`config.mk`:
```
export PLATFORM = sky130hd
export DESIGN_NAME = utf8_stream_decoder_core
export DESIGN_NICKNAME = d
export VERILOG_FILES = /design/src/utf8d_pkg.sv /design/src/utf8_stream_decoder_core.sv
export SDC_FILE = /design/constraint.sdc
export NUM_CORES = 1
export LEC_CHECK = 0
export BUFFER_PORTS_ARGS = -buffer_cell sky130_fd_sc_hd__buf_4
export CAP_MARGIN = 20
export CELL_PAD_IN_SITES_DETAIL_PLACEMENT = 0
export CELL_PAD_IN_SITES_GLOBAL_PLACEMENT = 1
export CORE_UTILIZATION = 40
export CTS_CLUSTER_SIZE = 16
export DETAILED_ROUTE_END_ITERATION = 10
export GPL_TIMING_DRIVEN = 0
export PLACE_DENSITY = 0.79
export SKIP_LAST_GASP = 1
export SLEW_MARGIN = 20
export SYNTH_ARGS = -nofsm -noshare
export SYNTH_HDL_FRONTEND = slang
export SYNTH_SLANG_ARGS = --single-unit
```
`constraint.sdc`:
```
create_clock -name clk -period 3.4 [get_ports clk]
set_clock_uncertainty 0.1 [all_clocks]
set_input_delay 0.68 -clock clk [delete_from_list [all_inputs] [get_ports clk]]
set_output_delay 0.68 -clock clk [all_outputs]
set_load 0.01 [all_outputs]
```
`src/utf8d_pkg.sv`:
```
// utf8d_pkg: shared types and constants for the six-byte utf-8 stream decoder
// no dependencies; imported by utf8_stream_decoder_core

package utf8d_pkg;

  localparam int unsigned BYTE_W = 8;
  localparam int unsigned CP_W   = 31;
  localparam int unsigned LEN_W  = 3;

  typedef logic [BYTE_W-1:0] byte_t;
  typedef logic [CP_W-1:0]   cp_t;
  typedef logic [LEN_W-1:0]  len_t;

  // result status codes
  typedef enum logic [1:0] {
    ST_OK      = 2'd0,
    ST_STRAY   = 2'd1,
    ST_BADCONT = 2'd2,
    ST_BADLEAD = 2'd3
  } status_t;

  // byte classes and payload masks
  localparam byte_t CONT_MASK  = 8'hC0;
  localparam byte_t CONT_TAG   = 8'h80;
  localparam byte_t CONT_BITS  = 8'h3F;
  localparam byte_t LEAD2_BASE = 8'hC0;
  localparam byte_t LEAD3_BASE = 8'hE0;
  localparam byte_t LEAD4_BASE = 8'hF0;
  localparam byte_t LEAD5_BASE = 8'hF8;
  localparam byte_t LEAD6_BASE = 8'hFC;
  localparam byte_t BADLEAD_LO = 8'hFE;

  localparam len_t LEN_NONE = 3'd0;
  localparam len_t LEN_ONE  = 3'd1;

endpackage

```
`src/utf8_stream_decoder_core.sv`:
```
// utf8_stream_decoder_core: decodes the original 1..6 byte utf-8 form into code points
// depends on utf8d_pkg (types, status codes, byte masks)
//
//  channel | direction | handshake          | payload
//  --------+-----------+--------------------+----------------------------------------
//  in_     | in        | in_valid/in_stall  | in_byte_in[7:0]
//  out_    | out       | out_valid/out_stall| out_code_point[30:0], out_seq_len, out_status
//
// one byte is taken per cycle while in_stall is low; a result passes through the input register,
// then is decoded into the result register
// throughput is set by the single decode step between the byte register and result register
// in_stall rises only while a result sits in the output register and out_stall holds it
// rst_n is synchronous, active low; it empties both registers and closes any open sequence

module utf8_stream_decoder_core (
  input  logic                  clk,
  input  logic                  rst_n,
  input  logic                  in_valid,
  output logic                  in_stall,
  input  utf8d_pkg::byte_t      in_byte_in,
  output logic                  out_valid,
  input  logic                  out_stall,
  output utf8d_pkg::cp_t        out_code_point,
  output utf8d_pkg::len_t       out_seq_len,
  output utf8d_pkg::status_t    out_status
);
  import utf8d_pkg::*;

  // input register
  logic    s1_valid_r, s1_valid_nxt;
  byte_t   s1_byte_r;

  // decoder state
  len_t    bytes_left_r, bytes_left_nxt;
  len_t    total_len_r, total_len_nxt;
  cp_t     partial_r, partial_nxt;

  // result register
  logic    out_valid_r, out_valid_nxt;
  cp_t     out_cp_r, out_cp_nxt;
  len_t    out_len_r, out_len_nxt;
  status_t out_st_r, out_st_nxt;

  // decode results for the byte in s1
  logic    emit;
  cp_t     emit_cp;
  len_t    emit_len;
  status_t emit_st;
  logic    advance;
  cp_t     shifted;

  // the pipeline moves unless a finished result is held by the sink
  assign advance  = !(out_valid_r && out_stall);
  // the input register only loads while the pipeline moves
  assign in_stall = !advance;

  assign out_valid      = out_valid_r;
  assign out_code_point = out_cp_r;
  assign out_seq_len    = out_len_r;
  assign out_status     = out_st_r;

  // append six payload bits; the top bits fall off at 31
  assign shifted = {partial_r[CP_W-7:0], s1_byte_r[5:0]};

  // single decode step
  always_comb begin
    emit           = 1'b0;
    emit_cp        = '0;
    emit_len       = LEN_NONE;
    emit_st        = ST_OK;
    bytes_left_nxt = bytes_left_r;
    total_len_nxt  = total_len_r;
    partial_nxt    = partial_r;
    if (bytes_left_r != LEN_NONE) begin
      if ((s1_byte_r & CONT_MASK) != CONT_TAG) begin
        // bad continuation: drop the partial sequence and this byte
        emit           = 1'b1;
        emit_st        = ST_BADCONT;
        bytes_left_nxt = LEN_NONE;
        total_len_nxt  = LEN_NONE;
        partial_nxt    = '0;
      end else if (bytes_left_r == LEN_ONE) begin
        // final continuation completes the sequence
        emit           = 1'b1;
        emit_cp        = shifted;
        emit_len       = total_len_r;
        bytes_left_nxt = LEN_NONE;
        total_len_nxt  = LEN_NONE;
        partial_nxt    = '0;
      end else begin
        bytes_left_nxt = bytes_left_r - LEN_ONE;
        partial_nxt    = shifted;
      end
    end else if (s1_byte_r < CONT_TAG) begin
      // plain ascii
      emit     = 1'b1;
      emit_cp  = cp_t'(s1_byte_r);
      emit_len = LEN_ONE;
    end else if (s1_byte_r < LEAD2_BASE) begin
      emit    = 1'b1;
      emit_st = ST_STRAY;
    end else if (s1_byte_r >= BADLEAD_LO) begin
      emit    = 1'b1;
      emit_st = ST_BADLEAD;
    end else begin
      // lead byte opens a sequence
      if (s1_byte_r < LEAD3_BASE) begin
        total_len_nxt = 3'd2;
        partial_nxt   = cp_t'(s1_byte_r[4:0]);
      end else if (s1_byte_r < LEAD4_BASE) begin
        total_len_nxt = 3'd3;
        partial_nxt   = cp_t'(s1_byte_r[3:0]);
      end else if (s1_byte_r < LEAD5_BASE) begin
        total_len_nxt = 3'd4;
        partial_nxt   = cp_t'(s1_byte_r[2:0]);
      end else if (s1_byte_r < LEAD6_BASE) begin
        total_len_nxt = 3'd5;
        partial_nxt   = cp_t'(s1_byte_r[1:0]);
      end else begin
        total_len_nxt = 3'd6;
        partial_nxt   = cp_t'(s1_byte_r[0]);
      end
      bytes_left_nxt = total_len_nxt - LEN_ONE;
    end
  end

  // register next values
  always_comb begin
    s1_valid_nxt  = s1_valid_r;
    out_valid_nxt = out_valid_r;
    out_cp_nxt    = out_cp_r;
    out_len_nxt   = out_len_r;
    out_st_nxt    = out_st_r;
    if (advance) begin
      s1_valid_nxt  = in_valid;
      out_valid_nxt = s1_valid_r && emit;
      out_cp_nxt    = emit_cp;
      out_len_nxt   = emit_len;
      out_st_nxt    = emit_st;
    end
  end

  always_ff @(posedge clk) begin
    if (!rst_n) begin
      s1_valid_r   <= 1'b0;
      out_valid_r  <= 1'b0;
      bytes_left_r <= LEN_NONE;
      total_len_r  <= LEN_NONE;
      partial_r    <= '0;
    end else begin
      s1_valid_r  <= s1_valid_nxt;
      out_valid_r <= out_valid_nxt;
      if (advance && s1_valid_r) begin
        bytes_left_r <= bytes_left_nxt;
        total_len_r  <= total_len_nxt;
        partial_r    <= partial_nxt;
      end
    end
  end

  // payload registers, no reset
  always_ff @(posedge clk) begin
    if (advance) begin
      s1_byte_r <= in_byte_in;
      out_cp_r  <= out_cp_nxt;
      out_len_r <= out_len_nxt;
      out_st_r  <= out_st_nxt;
    end
  end

  // open sequence always has fewer bytes outstanding than its length
  a_left_below_total: assert property (@(posedge clk) disable iff (!rst_n)
    bytes_left_r != LEN_NONE |-> bytes_left_r < total_len_r)
    else $error("bytes_left not below total_len");

  // an ok result always carries a length
  a_ok_has_len: assert property (@(posedge clk) disable iff (!rst_n)
    out_valid_r && out_st_r == ST_OK |-> out_len_r != LEN_NONE)
    else $error("ok result with zero length");

  // error results carry neither value nor length
  a_err_zero: assert property (@(posedge clk) disable iff (!rst_n)
    out_valid_r && out_st_r != ST_OK |-> out_cp_r == '0 && out_len_r == LEN_NONE)
    else $error("error result with payload");

  // input side only backs off while the result register is blocked
  a_stall_cause: assert property (@(posedge clk) disable iff (!rst_n)
    in_stall |-> out_valid_r && out_stall)
    else $error("input stalled without a held result");

endmodule
```
Yosys cells after proc, flatten, opt, wreduce, memory -nomap -nowiden
Cells that the tools add are included.
- ROM bits: 0
- logic and storage cells: 80
- output and inout port bits: 38
- RAM bits: 0
- input port bits: 12
- memories: 0
- latch bits: 0
- bits in registers: 77
- shifts and indexed selects: 0
- bitwise logic cells: 0
- magnitude comparators: 7
- multiply operators: 0
- reduce and logical (&&, ||, !) cells: 7
- add/sub/neg operators: 2
- divide/modulo/power cells: 0
- muxes and demuxes: 49
- equal/unequal tests: 6
- operators with widths (cell ; number):
    2-to-1 mux 25 bit ; 6
    2-to-1 mux 31 bit ; 3
    2-to-1 mux 3 bit ; 22
    < comparator 8 bit (second input constant) ; 6
    2-to-1 mux 2 bit ; 8
    >= comparator 8 bit (second input constant) ; 1
    2-to-1 mux 8 bit ; 1
    != test 2 bit (second input constant) ; 4
    2-to-1 mux 1 bit ; 7
    subtractor 3 x 1 -> 3 bit (second input constant) ; 2
    2-to-1 mux 5 bit ; 1
    AND reduction 5 bit ; 1
    2-to-1 mux 4 bit ; 1
    AND reduction 4 bit ; 1
    equality test 3 x 1 -> 1 bit (second input constant) ; 1
    logical AND 1 bit ; 3
    != test 3 x 1 -> 1 bit (second input constant) ; 1
    nonzero test 3 bit ; 1
    logical NOT 1 bit ; 1

Logic depth before layout (Yosys ltp)
Gate-level depths: netlist of run 1.
- word-level depth: 14
- mapped depth: 10

Least setup slack after synthesis of run 1
OpenSTA, ideal clock, no wires.
- path kind: input to output
- from: input port out_stall
- to: output port in_stall
- arrival: 1.914 ns
- cell stages on the path: 2
- buffers on the path: 0
- data required time: 2.620 ns
- slack: 0.706 ns
- cells stage by stage: nand2_1 > inv_1
- word-level cells in the longest chain between the ends: 1
- RTL lines (what ; line ; text):
    from (decl) ; utf8_stream_decoder_core.sv:22 ; input logic out_stall,
    logical AND 1 bit ; utf8_stream_decoder_core.sv:53 ; assign advance = !(out_valid_r && out_stall);
    to (decl) ; utf8_stream_decoder_core.sv:19 ; output logic in_stall,
No other way between the ends.

Worst setup path in the final report of run 1
Same ends and word-level chain as after synthesis.

==> out/metrics.csv, run 1 <==
metric;value;unit
outcome;finished, final reports clean;
grt_max_degree;27;
critical_path_buf_inv_count;3;
drc;0;
clockBufferDepth;2;
crit_chain;buf_4 > nand2_2 > inv_1 > buf_4;
synth_most_common_cell;edfxtp_1;
critical-path-top-delay-family;buffers and inverters;
gp_congestion;0.830;
yosys.area.top_type;edfxtp_1;
ios;50;
clk_pin_slew;0.08;ns
cts_root_buf;clkbuf_8;
postRouteAntennaNets;0;
leakagePower;1.57;nW
drt-wirelength-per-cell;14.5;um
end_kind;output port;
crit_required;2.62;ns
drt-met1-wl;3290;um
cts_tree;yes;
powerDensity;454;nW/um2
ys_types;48;
final_max_slew_viol_count;0;
cts_made_buffers;9;
critPathKind;input port to output port;
fp.dieW;93.5;um
postCtsSetupRepairBufs;0;
vias;2176;
setup_viol;0;
hold_violations;0;
grt_pass1_wl;10800;um
post_cts_resized;0;
crit_arrival;1.49;ns
min_path_type;register to register;
finalSetupTns;0;ns
syn_avg_cell_area;12.1;um2
slew_headroom;57.3;%
drive_gt1_share;34.0;%
synth_flop_cell;edfxtp_1;
cpPeakStageDelay;0.40;ns
synth_area_leaders;edfxtp_1 (39%), dfxtp_1 (20%), and2_1 (4.7%), a21boi_2 (3.7%), a21boi_1 (3.6%);
wl_met3;317;um
holdWs;0.349;ns
cts.sinks;77;
fin_nets;352;
dr.pass1.iters;4;
rows;32;
syn_to_final_growth;20.4;%
highest_layer;met4;
fin_crit;2.27;ns
cap_violations;0;
hpwl;4560;um
diodes;0;
synthArstFlopShare;0;%
track_usage;16.4;%
portBuffers;48;
critPathLaunchType;input port;
syn_inst;276;
grt_overflow_total;0;
synth_area;3350;um2
htree_levels;3;
yosys_warnings;0;
ys_ff_latch;77;
start_util;42.2;%
clk_latency;0.35;ns
grt_pass1_vias;2111;
clock.fmax;0.441;GHz
cpMaxStageDelayCell;nand2_2;
antenna_found_initial;0;
synth_edf_count;44;
worstMarginPinSlew;0.634;ns
dr_wl_met2;2690;um
synth_top_area_share;39.5;%
crit_path_max_fanout;22;
wl;6420;um
die_h;93.5;um
crit_path_frequent_cell;buf_4;
syn_nets;292;
irDropWorstVdd;204;uV
routed_via_density;4.91;
dieArea;8740;um2
finalCritPeriodShare;66.7;%
core;7930;um2
drt_iter0_markers;111;
grt_setup_unrepaired;no;
synth_common_cells;edfxtp_1 (44), dfxtp_1 (33), nand2_1 (32), and2_1 (25), nand3_1 (17);
seq_area_frac_synth;59.2;%
hold_buffers;0;
-- layer usage --
layer	global-route usage (%)	vias to the layer above
met2	22.7	60
met5	0	-
li1	-	1109
met3	4.88	10
met4	6.28	0
met1	23.8	997
-- through the flow --
stage	cells	area, um2	worst slack [ns]	power [mW]	utilization (%)
global route	443	4030	0.996	1.91	50.8
global placement	426	3830	0.110	1.26	48.4
floorplan	276	3350	0.706	1.18	-
CTS	443	4030	1.10	1.84	50.8
finish	443	4030	1.13	1.83	50.8
detailed placement	427	3860	1.10	1.26	48.8
-- worst min-delay path, stage by stage (launching register included) --
cell and delay, ns:
dfxtp_1 0.31, nand2_1 0.05, a21boi_1 0.05
-- path summary, 6_finish.rpt --
path	depth (start not counted)	slack [ns]	from	endpoint
worst max-delay path	4	1.13	out_stall	in_stall
worst min-delay path	2	0.35	partial_r[19]$_SDFFE_PN0P_	partial_r[19]$_SDFFE_PN0P_
worst max register to register	5	1.29	s1_byte_r[6]$_DFFE_PN_	out_seq_len[0]$_DFFE_PN_
worst min register to register	2	0.35	partial_r[19]$_SDFFE_PN0P_	partial_r[19]$_SDFFE_PN0P_
-- state kept, by name, summed over array words and instances (netlist names) --
signal,flops
out_valid,1
partial_r,25
out_code_point,31
bytes_left_r,3
total_len_r,3
out_status,2
s1_byte_r,8
s1_valid_r,1
out_seq_len,3
-- layout by cell type (no fill, tap or decap), types with 7 or more instances in the layout --
master     n
nand3_2   10
and2_2     7
buf_4     50
nand3_1   17
edfxtp_1  44
and2_1    25
clkbuf_8   9
nand2_1   31
dfxtp_1   33
a21boi_2  11
a21boi_1  16
-- power by group --
group          total (mW)  internal (mW)  switching (mW)
sequential           1.05           1.02          0.0243
combinational       0.190         0.0888           0.102
clock               0.594          0.262           0.332
-- kinds of logic after synthesis --
logic type / Yosys count / share of synthesized area (%)
AND/OR/NAND/NOR: 116 / 21.3
XOR/XNOR: 1 / 0.262
buffers and inverters: 21 / 3.89
adder cells (fa/ha/maj): 4 / 1.50
flip-flops: 77 / 59.2
AO/OA/AOI/OAI: 57 / 13.8
-- layout make-up --
class                   count  area, um2
flip-flops and latches     77       1980
repair buffers             49        388
inverters                   3       11.3
multi-input cells         178       1240
clock inverters             6       37.5
well taps                 102        128
fillers                   738       3900
clock buffers              10        128
plain buffers              18        119
(Power assumes the default switching activity.)
==> inputs of run 2 (changes only) <==
- ABC_AREA: default -> 1
- PLACE_DENSITY: 0.79 -> 0.82
- clock period: 3.4 -> 2.3 ns (I/O delays scaled with it)
==> run 2 against run 1 <==
Clock-buffer cell count is 2 higher. Largest power group unchanged. Power rose by 68%. Design area decreased by 0.65%. Non-clock buffer count shrank 4. Synthesized area down 2.0%. Die area decreased by 1.9%. Clock power grew 85%. Largest cell class unchanged. Critical path type is now register to output port. Wire length shrank 2.2%. First-iteration DRC count rose by 0.90%.
==> out/metrics.csv, run 2 <==
metric;value;unit
ys_types;26;
grt_overflow_total;0;
start_util;41.8;%
grt_setup_unrepaired;no;
cts_made_buffers;9;
final_common_cell;nor2_1;
cap_violations;0;
yosys.area.top_type;edfxtp_1;
postRouteAntennaNets;0;
worstMarginPinSlew;0.593;ns
final_max_slew_viol_count;0;
crit_path_max_fanout;46;
critPathLaunchType;register;
fin_nets;434;
vias;2436;
clk_pin_slew;0.08;ns
crit_arrival;1.57;ns
synth_area_leaders;edfxtp_1 (40%), dfxtp_1 (20%), nor2_1 (9.3%), nand2_1 (6.9%), inv_1 (5.0%);
finalCritPeriodShare;92.5;%
drive_gt1_share;22.2;%
hold_buffers;0;
yosys_warnings;0;
cts_root_buf;clkbuf_8;
gp_congestion;0.789;
synth_most_common_cell;nor2_1;
crit_chain;nand2_4 > inv_1 > buf_4;
hold_violations;0;
postCtsSetupRepairBufs;0;
seq_area_frac_synth;60.4;%
leakagePower;1.67;nW
irDropWorstVdd;292;uV
dieArea;8570;um2
largest_register_ffs;31;
powerDensity;770;nW/um2
clockBufferDepth;2;
holdCritStartpoint;in_byte_in[2];
drt-wirelength-per-cell;12.0;um
finalSetupTns;0;ns
synth_top_area_share;40.3;%
fin_crit;2.13;ns
rows;32;
crit_required;1.74;ns
synthArstFlopShare;0;%
antenna_found_initial;0;
grt_pass1_wl;10400;um
min_path_type;input port to register;
grt_max_degree;47;
post_cts_resized;1;
critical_path_buf_inv_count;2;
rr_worst_depth;6;
hold_depth;1;
wl;6280;um
critPathKind;register to output port;
syn_inst;358;
drt_iter0_markers;112;
clk_latency;0.35;ns
routed_via_density;4.64;
fp.dieW;92.6;um
syn_to_final_growth;22.0;%
portBuffers;49;
diodes;0;
synth_edf_count;44;
slew_headroom;60.5;%
synth_flop_cell;edfxtp_1;
utilization;51.0;%
place_area;3780;um2
cts.sinks;77;
reg2reg_to;partial_r[13]$_SDFFE_PN0P_;
dr.pass1.iters;4;
ios;50;
ys_ff_latch;77;
syn_nets;374;
end_kind;output port;
fin_area;4000;um2
cpPeakStageDelay;0.45;ns
synth_common_cells;nor2_1 (81), nand2_1 (60), edfxtp_1 (44), inv_1 (44), dfxtp_1 (33);
rr_startpoint;out_valid$_SDFFE_PN0N_;
htree_levels;3;
hpwl;4360;um
core;7850;um2
holdPathEnd;s1_byte_r[2]$_DFFE_PN_;
cts_tree;yes;
critical-path-top-delay-family;simple AND/OR/NAND/NOR gates;
clock.fmax;0.470;GHz
mostFrequentLayoutCells;nor2_1 (81), nand2_1 (59), buf_4 (51);
track_usage;15.9;%
grt_pass1_vias;2192;
outcome;finished, final reports clean;
syn_avg_cell_area;9.16;um2
cpMaxStageDelayCell;nand2_4;
r2r_setup_slack;0.33;ns
setup_viol;0;
drc;0;
die_h;92.6;um
synth_area;3280;um2
-- run 2: cell count changes in the layout (fill, tap and decap cells not counted), moves of 8 or more --
cell / change
and2_1: -25
inv_1: +41
a21oi_1: +21
a21boi_1: -16
nand2_1: +28
nor2_1: +78
a21boi_2: -11
nand3_2: -8
-- run 2: where the power goes --
| part | internal (mW) | switching (mW) | leakage, nW |
|---|---|---|---|
| Clock | 0.599 | 0.501 | 0.104 |
| Sequential | 1.53 | 0.0316 | 0.778 |
| Combinational | 0.160 | 0.256 | 0.788 |
| Total | 2.29 | 0.789 | 1.67 |
-- run 2: worst max path at each step --
| stage | depth (start not counted) | endpoint | start | slack, ns |
|---|---|---|---|---|
| 2_1_floorplan | 6 | partial_r[10]$_SDFFE_PN0P_ | out_stall | 0.18 |
| 3_3_place_gp | 7 | partial_r[23]$_SDFFE_PN0P_ | out_stall | -0.23 |
| 3_5_place_dp | 7 | partial_r[13]$_SDFFE_PN0P_ | out_stall | -0.33 |
| 4_1_cts | 3 | in_stall | out_valid$_SDFFE_PN0N_ | 0.13 |
| 5_1_grt | 3 | in_stall | out_valid$_SDFFE_PN0N_ | 0.01 |
| 6_report | 3 | in_stall | out_valid$_SDFFE_PN0N_ | 0.17 |
-- run 2: worst register-to-register path: stages, from the launching register on --
cell and delay (ns):
dfxtp_1 0.34, nand2_4 0.45, inv_1 0.23, nor2_4 0.24
buf_2 0.27, nand3_1 0.12, a21oi_1 0.15
-- run 2: logic make-up (layout without fill, tap and decap cells) --
family,Yosys count,in the layout,synth area share [%]
AOI/OAI and AO/OA,36,36,6.03
adders and majority gates,4,4,1.53
and+or+nand+nor,178,178,23.5
DFF,77,77,60.4
buffers and inverters,62,127,8.28
xor gates and xnor gates,1,1,0.267
-- run 2: per-stage QoR --
step                      instances  power [mW]  worst slack [ns]  hold WS, ns
after floorplan                 358        1.86             0.177        0.339
after global routing            525        3.21            0.0103        0.154
after detailed placement        509        2.01            -0.326        0.350
after CTS                       525        3.11             0.126        0.164
after global placement          509        2.01            -0.231        0.347
final                           525        3.08             0.172        0.175
-- run 2: final cells by class --
type / count / area [um2]
clock buffers: 12 / 166
well taps: 102 / 128
multi-input cells: 219 / 1030
clock inverters: 4 / 53.8
inverters: 48 / 180
plain buffers: 14 / 91.3
fillers: 754 / 3840
repair buffers: 49 / 368
flip-flops and latches: 77 / 1980
-- run 2: layer usage --
metal  track usage, %  vias to the layer above  share of wire (%)
li1                 -                     1254                  -
met1             20.6                     1121                 47
met2             24.9                       50                 47
met3             3.94                       11                4.7
met4             7.81                        0                1.5
met5                0                        -                  0
